===== config.mk =====
export PLATFORM = sky130hd
export DESIGN_NAME = page_frame_replacement_top
export DESIGN_NICKNAME = d
export VERILOG_FILES = /design/src/sv/pfr_pkg.sv /design/src/sv/pfr_cell.sv /design/src/sv/page_frame_replacement_top.sv
export VERILOG_INCLUDE_DIRS = /design/src /design/src/sv
export SDC_FILE = /design/constraint.sdc
export NUM_CORES = 2
export LEC_CHECK = 0
export BUFFER_PORTS_ARGS = -buffer_cell sky130_fd_sc_hd__buf_2
export CORE_MARGIN = 2
export CORE_UTILIZATION = 45
export DETAILED_ROUTE_END_ITERATION = 8
export PLACE_DENSITY_LB_ADDON = 0.08
export SYNTH_ARGS = -nofsm -noshare
export SYNTH_HDL_FRONTEND = slang
export SYNTH_SLANG_ARGS = --single-unit

===== constraint.sdc =====
create_clock -name clk -period 11.4 [get_ports clk]
set_input_delay 3.42 -clock clk [delete_from_list [all_inputs] [get_ports clk]]
set_output_delay 3.42 -clock clk [all_outputs]
set_load 0.03 [all_outputs]

===== src/sv/page_frame_replacement_top_assert.svh =====
// Assertion macros for the page frame replacement block
`ifndef PAGE_FRAME_REPLACEMENT_TOP_ASSERT_SVH
`define PAGE_FRAME_REPLACEMENT_TOP_ASSERT_SVH

// condition must hold at every edge outside reset
`define PFR_ASSERT_ALWAYS(label, cond) \
  label: assert property (@(posedge clk) disable iff (!rst_n) (cond)) \
    else $error("page frame replacement: invariant violated");

// trigger in one cycle implies the consequence in the next
`define PFR_ASSERT_NEXT(label, trig, cons) \
  label: assert property (@(posedge clk) disable iff (!rst_n) (trig) |=> (cons)) \
    else $error("page frame replacement: sequence violated");

`endif


===== src/sv/pfr_pkg.sv =====
package pfr_pkg;

  // configuration register indexes and port widths
  localparam int CFG_AW = 1;
  localparam int CFG_DW = 7;
  localparam logic [CFG_AW-1:0] CFG_POLICY_MODE   = 1'd0;
  localparam logic [CFG_AW-1:0] CFG_FRAMES_IN_USE = 1'd1;

  // fixed field widths
  localparam int ADDR_W     = 32;
  localparam int EV_PAGE_W  = 20;
  localparam int COUNT_W    = 32;
  localparam logic [CFG_DW-1:0] FRAMES_RESET = 7'd64;

  // sequencer states
  typedef enum logic [1:0] {
    ST_IDLE = 2'b01,
    ST_EXEC = 2'b10
  } pfr_state_t;

  // command broadcast to every frame cell
  typedef struct packed {
    logic shift;  // take neighbour contents over the window [from, last)
    logic load;   // write new page and dirty bit at the target cell
    logic mark;   // set the dirty bit at the target cell
  } pfr_cmd_t;

endpackage


===== src/sv/pfr_cell.sv =====
module pfr_cell import pfr_pkg::*; #(
  parameter int IDX = 0,
  parameter int PW  = 20,
  parameter int IW  = 6,
  parameter int OW  = 7
) (
  input  logic          clk,
  input  logic          rst_n,
  input  logic          cmp_en,
  input  logic [OW-1:0] occ,
  input  logic [PW-1:0] probe_page,
  input  pfr_cmd_t      cmd,
  input  logic [IW-1:0] from_idx,
  input  logic [IW-1:0] last_idx,
  input  logic [IW-1:0] tgt_idx,
  input  logic [PW-1:0] load_page,
  input  logic          load_dirty,
  input  logic [PW-1:0] nb_page,
  input  logic          nb_dirty,
  output logic [PW-1:0] page,
  output logic          dirty,
  output logic          match
);

  localparam logic [IW-1:0] MY_IDX = IW'(IDX);
  localparam logic [OW-1:0] MY_POS = OW'(IDX);

  logic [PW-1:0] page_r, page_nxt;
  logic          dirty_r, dirty_nxt;
  logic          match_r, match_nxt;
  logic          resident;
  logic          at_tgt;
  logic          in_window;

  assign resident  = MY_POS < occ;
  assign at_tgt    = (MY_IDX == tgt_idx);
  assign in_window = (MY_IDX >= from_idx) && (MY_IDX < last_idx);

  // compare against the probe when a beat is taken, hold otherwise
  assign match_nxt = cmp_en ? (resident && (page_r == probe_page)) : match_r;

  // load beats mark, mark beats shift; load and shift never hit the same cell
  always_comb begin
    page_nxt  = page_r;
    dirty_nxt = dirty_r;
    if (cmd.load && at_tgt) begin
      page_nxt  = load_page;
      dirty_nxt = load_dirty;
    end else if (cmd.mark && at_tgt) begin
      dirty_nxt = 1'b1;
    end else if (cmd.shift && in_window) begin
      page_nxt  = nb_page;
      dirty_nxt = nb_dirty;
    end
  end

  always_ff @(posedge clk) begin
    if (!rst_n) begin
      dirty_r <= 1'b0;
      match_r <= 1'b0;
    end else begin
      dirty_r <= dirty_nxt;
      match_r <= match_nxt;
    end
  end

  always_ff @(posedge clk) begin
    page_r <= page_nxt;
  end

  assign page  = page_r;
  assign dirty = dirty_r;
  assign match = match_r;

endmodule


===== src/sv/page_frame_replacement_top.sv =====
// Page frame replacement engine, FIFO or LRU order with dirty tracking.
// Input channel (in_*): one beat per memory access, a byte address and a
// write flag. Output channel (out_*): one beat per access with hit and
// eviction flags, the evicted page and the running fill and write-back
// counts. Both channels use valid/stall; a beat moves when valid is high
// and stall is low.
// Frames sit in a row of cells, oldest first. At the accepting edge every
// cell compares the incoming page; when the access commits the row shifts one
// place where an entry leaves and the new or reordered page is loaded at
// the newest end, and the result enters the output register.
// Output valid rises at the edge where the access commits from the exec
// state; no new access is taken until the compare-then-shift pass commits.
// If the receiver stalls, the finished result waits in the output
// register and the next access is still compared, then holds until the
// register frees.
// Configuration (cfg_*) is for the user to write only while idle; the block
// does not enforce it. Index 0 selects LRU, index 1 sets the frames in use.
// Reset empties all frames, clears both counters and sets FIFO order with
// 64 frames in use; no clearing pass is needed.
module page_frame_replacement_top import pfr_pkg::*; #(
  parameter int MAX_FRAMES = 64,
  parameter int PAGE_SHIFT = 12
) (
  input  logic                  clk,
  input  logic                  rst_n,
  // configuration
  input  logic                  cfg_we,
  input  logic [CFG_AW-1:0]     cfg_index,
  input  logic [CFG_DW-1:0]     cfg_data,
  // access channel
  input  logic                  in_valid,
  output logic                  in_stall,
  input  logic [ADDR_W-1:0]     in_access_address,
  input  logic                  in_is_write,
  // result channel
  output logic                  out_valid,
  input  logic                  out_stall,
  output logic                  out_hit,
  output logic                  out_evicted,
  output logic                  out_evicted_dirty,
  output logic [EV_PAGE_W-1:0]  out_evicted_page,
  output logic [COUNT_W-1:0]    out_disk_reads,
  output logic [COUNT_W-1:0]    out_disk_writes
);

  `include "page_frame_replacement_top_assert.svh"

  localparam int PW = ADDR_W - PAGE_SHIFT;
  localparam int IW = (MAX_FRAMES > 1) ? $clog2(MAX_FRAMES) : 1;
  localparam int OW = $clog2(MAX_FRAMES + 1);
  localparam logic [OW-1:0] OCC_MAX = OW'(MAX_FRAMES);

  // configuration registers
  logic              policy_r;
  logic [CFG_DW-1:0] frames_r;

  always_ff @(posedge clk) begin
    if (!rst_n) begin
      policy_r <= 1'b0;
      frames_r <= FRAMES_RESET;
    end else if (cfg_we) begin
      case (cfg_index)
        CFG_POLICY_MODE:   policy_r <= cfg_data[0];
        CFG_FRAMES_IN_USE: frames_r <= cfg_data;
        default:           ;
      endcase
    end
  end

  // effective frame limit, clamped to 1..MAX_FRAMES
  logic [OW-1:0] lim;
  always_comb begin
    if (frames_r == '0) begin
      lim = OW'(1);
    end else if (32'(frames_r) > MAX_FRAMES) begin
      lim = OCC_MAX;
    end else begin
      lim = OW'(frames_r);
    end
  end

  // sequencer and request registers
  pfr_state_t      state_r, state_nxt;
  logic [PW-1:0]   req_page_r;
  logic            req_wr_r;
  logic [OW-1:0]   occ_r, occ_nxt;
  logic [COUNT_W-1:0] reads_r, reads_nxt;
  logic [COUNT_W-1:0] writes_r, writes_nxt;
  logic            out_valid_r;
  logic            in_accept;
  logic            commit;

  assign in_stall  = (state_r != ST_IDLE);
  assign in_accept = in_valid && !in_stall;
  assign commit    = (state_r == ST_EXEC) && (!out_valid_r || !out_stall);

  always_comb begin
    state_nxt = state_r;
    case (state_r)
      ST_IDLE: if (in_accept) state_nxt = ST_EXEC;
      ST_EXEC: if (commit)    state_nxt = ST_IDLE;
      default: state_nxt = ST_IDLE;
    endcase
  end

  always_ff @(posedge clk) begin
    if (in_accept) begin
      req_page_r <= in_access_address[ADDR_W-1:PAGE_SHIFT];
      req_wr_r   <= in_is_write;
    end
  end

  // cell row
  logic [PW-1:0]         cell_page  [MAX_FRAMES];
  logic [MAX_FRAMES-1:0] cell_dirty;
  logic [MAX_FRAMES-1:0] cell_match;
  pfr_cmd_t              cmd;
  logic [IW-1:0]         from_idx, last_idx, tgt_idx;
  logic                  load_dirty;

  for (genvar k = 0; k < MAX_FRAMES; k++) begin : g_cell
    logic [PW-1:0] nb_page;
    logic          nb_dirty;
    if (k == MAX_FRAMES - 1) begin : g_end
      assign nb_page  = '0;
      assign nb_dirty = 1'b0;
    end else begin : g_mid
      assign nb_page  = cell_page[k+1];
      assign nb_dirty = cell_dirty[k+1];
    end
    pfr_cell #(.IDX(k), .PW(PW), .IW(IW), .OW(OW)) u_cell (
      .clk        (clk),
      .rst_n      (rst_n),
      .cmp_en     (in_accept),
      .occ        (occ_r),
      .probe_page (in_access_address[ADDR_W-1:PAGE_SHIFT]),
      .cmd        (cmd),
      .from_idx   (from_idx),
      .last_idx   (last_idx),
      .tgt_idx    (tgt_idx),
      .load_page  (req_page_r),
      .load_dirty (load_dirty),
      .nb_page    (nb_page),
      .nb_dirty   (nb_dirty),
      .page       (cell_page[k]),
      .dirty      (cell_dirty[k]),
      .match      (cell_match[k])
    );
  end

  // hit slot and its dirty bit: at most one cell matches
  logic          hit;
  logic [IW-1:0] slot;
  logic          slot_dirty;
  always_comb begin
    slot       = '0;
    slot_dirty = 1'b0;
    for (int k = 0; k < MAX_FRAMES; k++) begin
      slot       = slot | (cell_match[k] ? IW'(k) : '0);
      slot_dirty = slot_dirty | (cell_match[k] & cell_dirty[k]);
    end
  end
  assign hit = |cell_match;

  logic evict;
  logic [OW-1:0] occ_m1;
  logic [PW+EV_PAGE_W-1:0] head_page_ext;

  assign evict         = !hit && (occ_r >= lim);
  assign occ_m1        = occ_r - 1'b1;
  assign head_page_ext = {{EV_PAGE_W{1'b0}}, cell_page[0]};

  // command decode for the committing beat
  always_comb begin
    cmd        = '0;
    from_idx   = '0;
    last_idx   = occ_m1[IW-1:0];
    tgt_idx    = occ_m1[IW-1:0];
    load_dirty = req_wr_r;
    occ_nxt    = occ_r;
    reads_nxt  = reads_r;
    writes_nxt = writes_r;
    if (commit) begin
      if (hit) begin
        if (policy_r) begin
          cmd.shift  = 1'b1;
          cmd.load   = 1'b1;
          from_idx   = slot;
          load_dirty = slot_dirty | req_wr_r;
        end else begin
          cmd.mark = req_wr_r;
          tgt_idx  = slot;
        end
      end else if (evict) begin
        cmd.shift  = 1'b1;
        cmd.load   = 1'b1;
        reads_nxt  = reads_r + 1'b1;
        writes_nxt = writes_r + COUNT_W'(cell_dirty[0]);
      end else begin
        cmd.load  = 1'b1;
        tgt_idx   = occ_r[IW-1:0];
        occ_nxt   = occ_r + 1'b1;
        reads_nxt = reads_r + 1'b1;
      end
    end
  end

  // control state
  always_ff @(posedge clk) begin
    if (!rst_n) begin
      state_r     <= ST_IDLE;
      occ_r       <= '0;
      reads_r     <= '0;
      writes_r    <= '0;
      out_valid_r <= 1'b0;
    end else begin
      state_r  <= state_nxt;
      occ_r    <= occ_nxt;
      reads_r  <= reads_nxt;
      writes_r <= writes_nxt;
      if (commit) begin
        out_valid_r <= 1'b1;
      end else if (!out_stall) begin
        out_valid_r <= 1'b0;
      end
    end
  end

  // result register
  logic                 out_hit_r, out_ev_r, out_ev_dirty_r;
  logic [EV_PAGE_W-1:0] out_ev_page_r;
  logic [COUNT_W-1:0]   out_reads_r, out_writes_r;

  always_ff @(posedge clk) begin
    if (commit) begin
      out_hit_r      <= hit;
      out_ev_r       <= evict;
      out_ev_dirty_r <= evict & cell_dirty[0];
      out_ev_page_r  <= evict ? head_page_ext[EV_PAGE_W-1:0] : '0;
      out_reads_r    <= reads_nxt;
      out_writes_r   <= writes_nxt;
    end
  end

  assign out_valid         = out_valid_r;
  assign out_hit           = out_hit_r;
  assign out_evicted       = out_ev_r;
  assign out_evicted_dirty = out_ev_dirty_r;
  assign out_evicted_page  = out_ev_page_r;
  assign out_disk_reads    = out_reads_r;
  assign out_disk_writes   = out_writes_r;

  // checks
  `PFR_ASSERT_ALWAYS(a_occ_bound, occ_r <= OCC_MAX)
  `PFR_ASSERT_ALWAYS(a_single_match, $onehot0(cell_match))
  `PFR_ASSERT_NEXT(a_append_grows, commit && !hit && !evict, occ_r == $past(occ_r) + 1'b1)
  `PFR_ASSERT_NEXT(a_commit_shows, commit, out_valid && (out_hit != 1'b1 || !out_evicted))

endmodule

## Word-level counts from Yosys, hierarchy flattened

Cells that the tools add are included.

| cells by class | value |
|---|---|
| reductions and logical operators | 527 |
| equal/unequal tests | 197 |
| add/sub/neg operators | 4 |
| magnitude comparators | 194 |
| bitwise operators | 194 |
| multiplexer cells | 475 |

Operators with widths:

| cell | count |
|---|---|
| 20-bit 2-to-1 mux | 192 |
| 20-bit equality test | 64 |
| 1-bit logical AND | 323 |
| 6-bit 2-to-1 mux | 39 |
| 6-bit by 7-bit less-than comparator with 1-bit output, first input constant | 32 |
| 1-bit 2-to-1 mux | 201 |
| 6-bit equality test, first input constant | 32 |
| 6-bit greater-or-equal comparator, first input constant | 32 |
| 6-bit less-than comparator, first input constant | 32 |
| 3-bit nonzero test | 64 |
| 6-bit bitwise OR | 31 |
| 32-bit 2-to-1 mux | 5 |
| 2-bit by 1-bit inequality test with 1-bit output, second input constant | 67 |
| 2-bit AND reduction | 67 |
| 2-bit nonzero test | 64 |
| 5-bit by 7-bit less-than comparator with 1-bit output, first input constant | 16 |
| 5-bit by 6-bit equality test with 1-bit output, first input constant | 16 |
| 5-bit by 6-bit greater-or-equal comparator with 1-bit output, first input constant | 16 |
| 5-bit by 6-bit less-than comparator with 1-bit output, first input constant | 16 |
| 5-bit 2-to-1 mux | 16 |
| 5-bit bitwise OR | 15 |
| 1-bit AND | 65 |
| 1-bit bitwise OR | 64 |
| 64-bit OR reduction | 1 |
| other kinds (44) | 121 |

| word-level totals | value |
|---|---|
| register bits | 1598 |
| input bits | 46 |
| word-level logic and storage cells | 1798 |

## Depth between registers and ports, before layout

| depth | value |
|---|---|
| word-level depth | 72 |
| mapped depth | 17 |
| gate-level depth less buffers | 14 |

## Worst setup path before layout

No wires, ideal clock.

| timing path | value |
|---|---|
| path kind | input to register |
| start point | input port out_stall |
| end point | register g_cell[9].u_cell.page_r[0], enable pin |
| stages | 12 |
| arrival | 9.538 ns |
| setup time | 0.425 ns |
| data required time | 10.975 ns |
| setup slack | 1.437 ns |
| cells stage by stage | nand2_1 -> nand2b_1 -> clkbuf_1 -> inv_1 -> clkbuf_1 -> nand3_1 -> a21oi_1 -> o21ai_1 -> a21oi_1 -> buf_2 -> nand2_1 -> o21ai_0 |

| on the way | value |
|---|---|
| longest elaborated chain between the ends | 9 |
| elaborated cells between the ends (all ways) | 15 |
| classes of those cells | order compare (1); eq/ne (2); mux (3); reduce/logical (9) |

RTL lines:

| what | RTL line | text |
|---|---|---|
| start, declared | page_frame_replacement_top.sv:37 | `input logic out_stall,` |
| 1-bit logical NOT * | -- |  |
| 1-bit logical OR * | page_frame_replacement_top.sv:95 | `assign commit = (state_r == ST_EXEC) && (!out_valid_r \|\| !out_stall);` |
| 1-bit logical AND * | page_frame_replacement_top.sv:95 |  |
| net commit | page_frame_replacement_top.sv:91 | `logic commit;` |
| 6-bit 2-to-1 mux | page_frame_replacement_top.sv:183 | `if (commit) begin` |
| 4-bit by 6-bit greater-or-equal comparator with 1-bit output | pfr_cell.sv:37 | `assign in_window = (MY_IDX >= from_idx) && (MY_IDX < last_idx);` |
| 1-bit logical AND | pfr_cell.sv:37 |  |
| 1-bit logical AND | pfr_cell.sv:51 | `end else if (cmd.shift && in_window) begin` |
| 2-bit nonzero test (no line) | -- |  |
| 2-bit AND reduction (no line) * | -- |  |
| end signal, assigned | pfr_cell.sv:68 | `page_r <= page_nxt;` |
| end, declared | pfr_cell.sv:28 | `logic [PW-1:0] page_r, page_nxt;` |

Mark *: on every way through the listed nets, which the timed path passes. The rest lies on a longest branch.
A chain may end at the register's enable or synchronous reset.

## Worst setup path after layout

| timing path | value |
|---|---|
| start point | input port out_stall |
| end point | register g_cell[42].u_cell.page_r[11], enable pin |

| on the way | value |
|---|---|
| longest elaborated chain between the ends | 9 |
| elaborated cells between the ends (all ways) | 15 |
| classes of those cells | order compare (1); eq/ne (2); mux (3); reduce/logical (9) |

RTL lines:

| what | RTL line |
|---|---|
| 1-bit logical NOT * | -- |
| 1-bit logical OR * | page_frame_replacement_top.sv:95 |
| 1-bit logical AND * | page_frame_replacement_top.sv:95 |
| 6-bit 2-to-1 mux | page_frame_replacement_top.sv:183 |
| 6-bit greater-or-equal comparator | pfr_cell.sv:37 |
| 1-bit logical AND | pfr_cell.sv:37 |
| 1-bit logical AND | pfr_cell.sv:51 |
| 2-bit nonzero test (no line) | -- |
| 2-bit AND reduction (no line) * | -- |
| end signal, assigned | pfr_cell.sv:68 |
| end, declared | pfr_cell.sv:28 |

Every way passes the cells marked *; elsewhere a longest branch is shown, timed or not.

==> results.json <==
{
  "status": "complete, no violations",
  "fp.coreArea_um2": 187000,
  "max_stage_delay_ps": 1100,
  "cp.arrival_ps": 8550,
  "p_per_area_nw_per_um2": 138,
  "via_per_inst": 6.09,
  "leakagePower_nw": 30.7,
  "htreeDepth": 4,
  "grt_pass1_vias": 55700,
  "setup_viol": 0,
  "drive_gt1_frac": 0.296,
  "yosysWarnings": 0,
  "cp-start-kind": "input pin",
  "gp_congestion": 1.06,
  "clock_sink_count": 1598,
  "crit_chain": "buf_2 -> nand2_1 -> nand2b_1 -> buf_4 -> nor2_1 -> o21ai_2 -> nand3_1 -> nand2_1 -> nor2_1 -> buf_4 -> nand3_1 -> nand2_1",
  "clk_pin_slew_worst_paths_ps": 60,
  "tightest_slew_ps": 1350,
  "syn-cell-area_um2": 84800,
  "synth_seq_cells": 1598,
  "synth_fp_nets": 6553,
  "remaining_drc_errors": 0,
  "reg2reg_from": "g_cell[59].u_cell.match$_SDFFE_PN0P_",
  "firstDrtPassIters": 6,
  "fmax_mhz": 124,
  "cts_hold_buf": 0,
  "synthMostInstantiatedCell": "edfxtp_1",
  "grt_max_degree": 92,
  "ir_worst_vdd_uv": 117,
  "p_total_w": 0.0130,
  "drt_iter0_drc": 5305,
  "grt_use_total": 0.311,
  "synth_cell_types": 79,
  "hp-start": "frames_r[0]$_SDFFE_PN0P_",
  "dp_hpwl_um": 206000,
  "cp_slowest_cell": "nand2_1",
  "ctsLongestPathBuffers": 3,
  "port_buffers": 122,
  "routed_wl_um": 304000,
  "synth_top_cell_by_area": "edfxtp_1",
  "ioPinCount": 135,
  "cts_tree": "built",
  "yosys_most_used_dff": "edfxtp_1",
  "cp-startpoint": "out_stall",
  "clockRootBuffer": "clkbuf_16",
  "final-seq-area_um2": 45900,
  "place_area_um2": 88300,
  "finClkSkew_ps": 54.2,
  "synthCells": 6494,
  "path_class": "in -> reg",
  "seq_area_frac_synth": 0.541,
  "drv_cap": 0,
  "insertion_delay_ps": 880,
  "synth_edf_count": 1388,
  "syn_to_final_growth_pct": 11.1,
  "synth.top_cells.by_count": "edfxtp_1, mux2_2, xnor2_1",
  "rsz0062_at_grt": "no",
  "final_area_um2": 94200,
  "cts_resized": 0,
  "tns_ps": 0,
  "period_minus_slack_ps": 8070,
  "vias": 55600,
  "num_rows": 159,
  "cp_common_cell": "nand2_1",
  "die_area_um2": 192000,
  "crit_path_end_kind": "register",
  "synth_top_cell_area_share": 0.492,
  "grt_overflow": 0,
  "grt_pass1_wl_um": 427000,
  "min_path_type": "reg -> reg",
  "cts_buffers": 180,
  "relSlewSlack": 0.0989,
  "synth.area.top_cells": "edfxtp_1, mux2_2, xnor2_1, xor2_1, dfxtp_1",
  "syn_area_per_cell_um2": 13.1,
  "routedWlPerCell_um": 33.2,
  "drtAntennaViolNets": 0,
  "critPathBufInv": 3,
  "hold_viol": 0,
  "final_nets": 6535,
  "fillCellCount": 16400,
  "post-cts-setup-buffer-count": 0,
  "die-height_um": 438,
  "cp_data_required_time_ps": 11880,
  "worstPathMaxFanout": 21,
  "slew_viol_final": 0,
  "critPathTopFamily": "simple AND/OR/NAND/NOR gates",
  "antenna_found_initial": 13,
  "ys_async_sr_fraction": 0,
  "fin_crit_sh": 0.708,
  "start_util": 0.452,
  "multi_input_area_um2": 36900,
  "die_x_um": 438
}
## logic make-up after synthesis
group                    share of synthesized area
multiplexers                                 0.175
buffers and inverters                       0.0268
XOR/XNOR                                     0.140
AND/OR/NAND/NOR                             0.0766
adder cells (fa/ha/maj)                    0.00192
flip-flops                                   0.541
AO/OA/AOI/OAI                               0.0388
## final timing paths
path | endpoint | slack, ps | cells after the start
max | g_cell[42].u_cell.page[11]$_DFFE_PP_ | 3330 | 12
min | frames_r[0]$_SDFFE_PN0P_ | 470 | 2
max reg2reg | g_cell[42].u_cell.page[11]$_DFFE_PP_ | 4450 | 10
min reg2reg | frames_r[0]$_SDFFE_PN0P_ | 470 | 2
## stage by stage
step	setup slack, ps	hold WS, ps	instances	util
6_report	3330	475	9136	0.503
5_1_grt	3160	512	9127	0.503
4_1_cts	3570	476	9126	0.503
3_5_place_dp	2660	459	8789	0.471
3_3_place_gp	2750	454	8789	0.471
2_1_floorplan	1440	436	6494	-
## flip-flops by register name, summed over array words and instances (netlist names), 20 cells and up
signal and flops:
g_cell.u_cell.page 1280, g_cell.u_cell.dirty 64, g_cell.u_cell.match 64, out_disk_reads 32
out_disk_writes 32, reads_r 32, writes_r 32, out_evicted_page 20
req_page_r 20
## worst register-to-register path, delay by kind of cell (launching register included)
kind                   cells  cell delay, ps
and+or+nand+nor            8            5290
AOI/OAI and AO/OA          1             500
DFF                        1             430
buffers and inverters      1             340
## where the power goes
part	total (W)	internal [W]	leakage, nW	switching [W]
clock network	0.00584	0.00334	2.87	0.00251
logic	0.000790	0.000197	13.8	0.000593
registers	0.00632	0.00630	14.0	0.0000189
## area by class of cell
type | count | share of cell area
Inverter | 25 | 0.00104
Clock buffer | 257 | 0.0539
Antenna cell | 10 | 0.000266
Sequential cell | 1598 | 0.487
Clock inverter | 80 | 0.00858
Tap cell | 2495 | 0.0331
Timing Repair Buffer | 329 | 0.0247
Multi-Input combinational cell | 4342 | 0.391
## metal layers
metal  routed length, um  GRT usage  vias to the layer above
met4               10800      0.107                        2
met2              138000      0.489                     2272
met1              136000      0.440                    28700
met3               18500     0.0439                      523
met5                  13          0                        -
li1                    -          -                    24100
## cells in the final DEF, fill, tap and decap left out, types with 17 or more instances in the layout
cell / synthesis / layout
clkinv_1: 0 / 23
a21oi_1: 129 / 126
nand4_1: 235 / 235
o21ai_0: 84 / 63
o21ai_2: 1 / 22
mux2_1: 21 / 21
nor3_2: 11 / 19
clkinv_2: 0 / 29
nor4_1: 216 / 215
edfxtp_1: 1388 / 1388
xnor2_1: 685 / 684
clkbuf_16: 0 / 182
mux2i_1: 42 / 42
buf_2: 104 / 101
o211ai_1: 18 / 18
inv_1: 24 / 21
buf_4: 17 / 207
mux2_2: 1258 / 1258
buf_6: 0 / 17
nand3_1: 122 / 122
nor2_1: 147 / 138
nand2b_1: 17 / 17
clkbuf_1: 309 / 51
and2_1: 116 / 116
a32oi_1: 17 / 17
a2111oi_0: 36 / 32
nor3_1: 71 / 61
nand2_1: 167 / 166
dfxtp_1: 210 / 210
clkbuf_8: 0 / 24
o31ai_1: 19 / 18
xor2_1: 667 / 666
No activity file was read; power rests on OpenSTA's default activity.
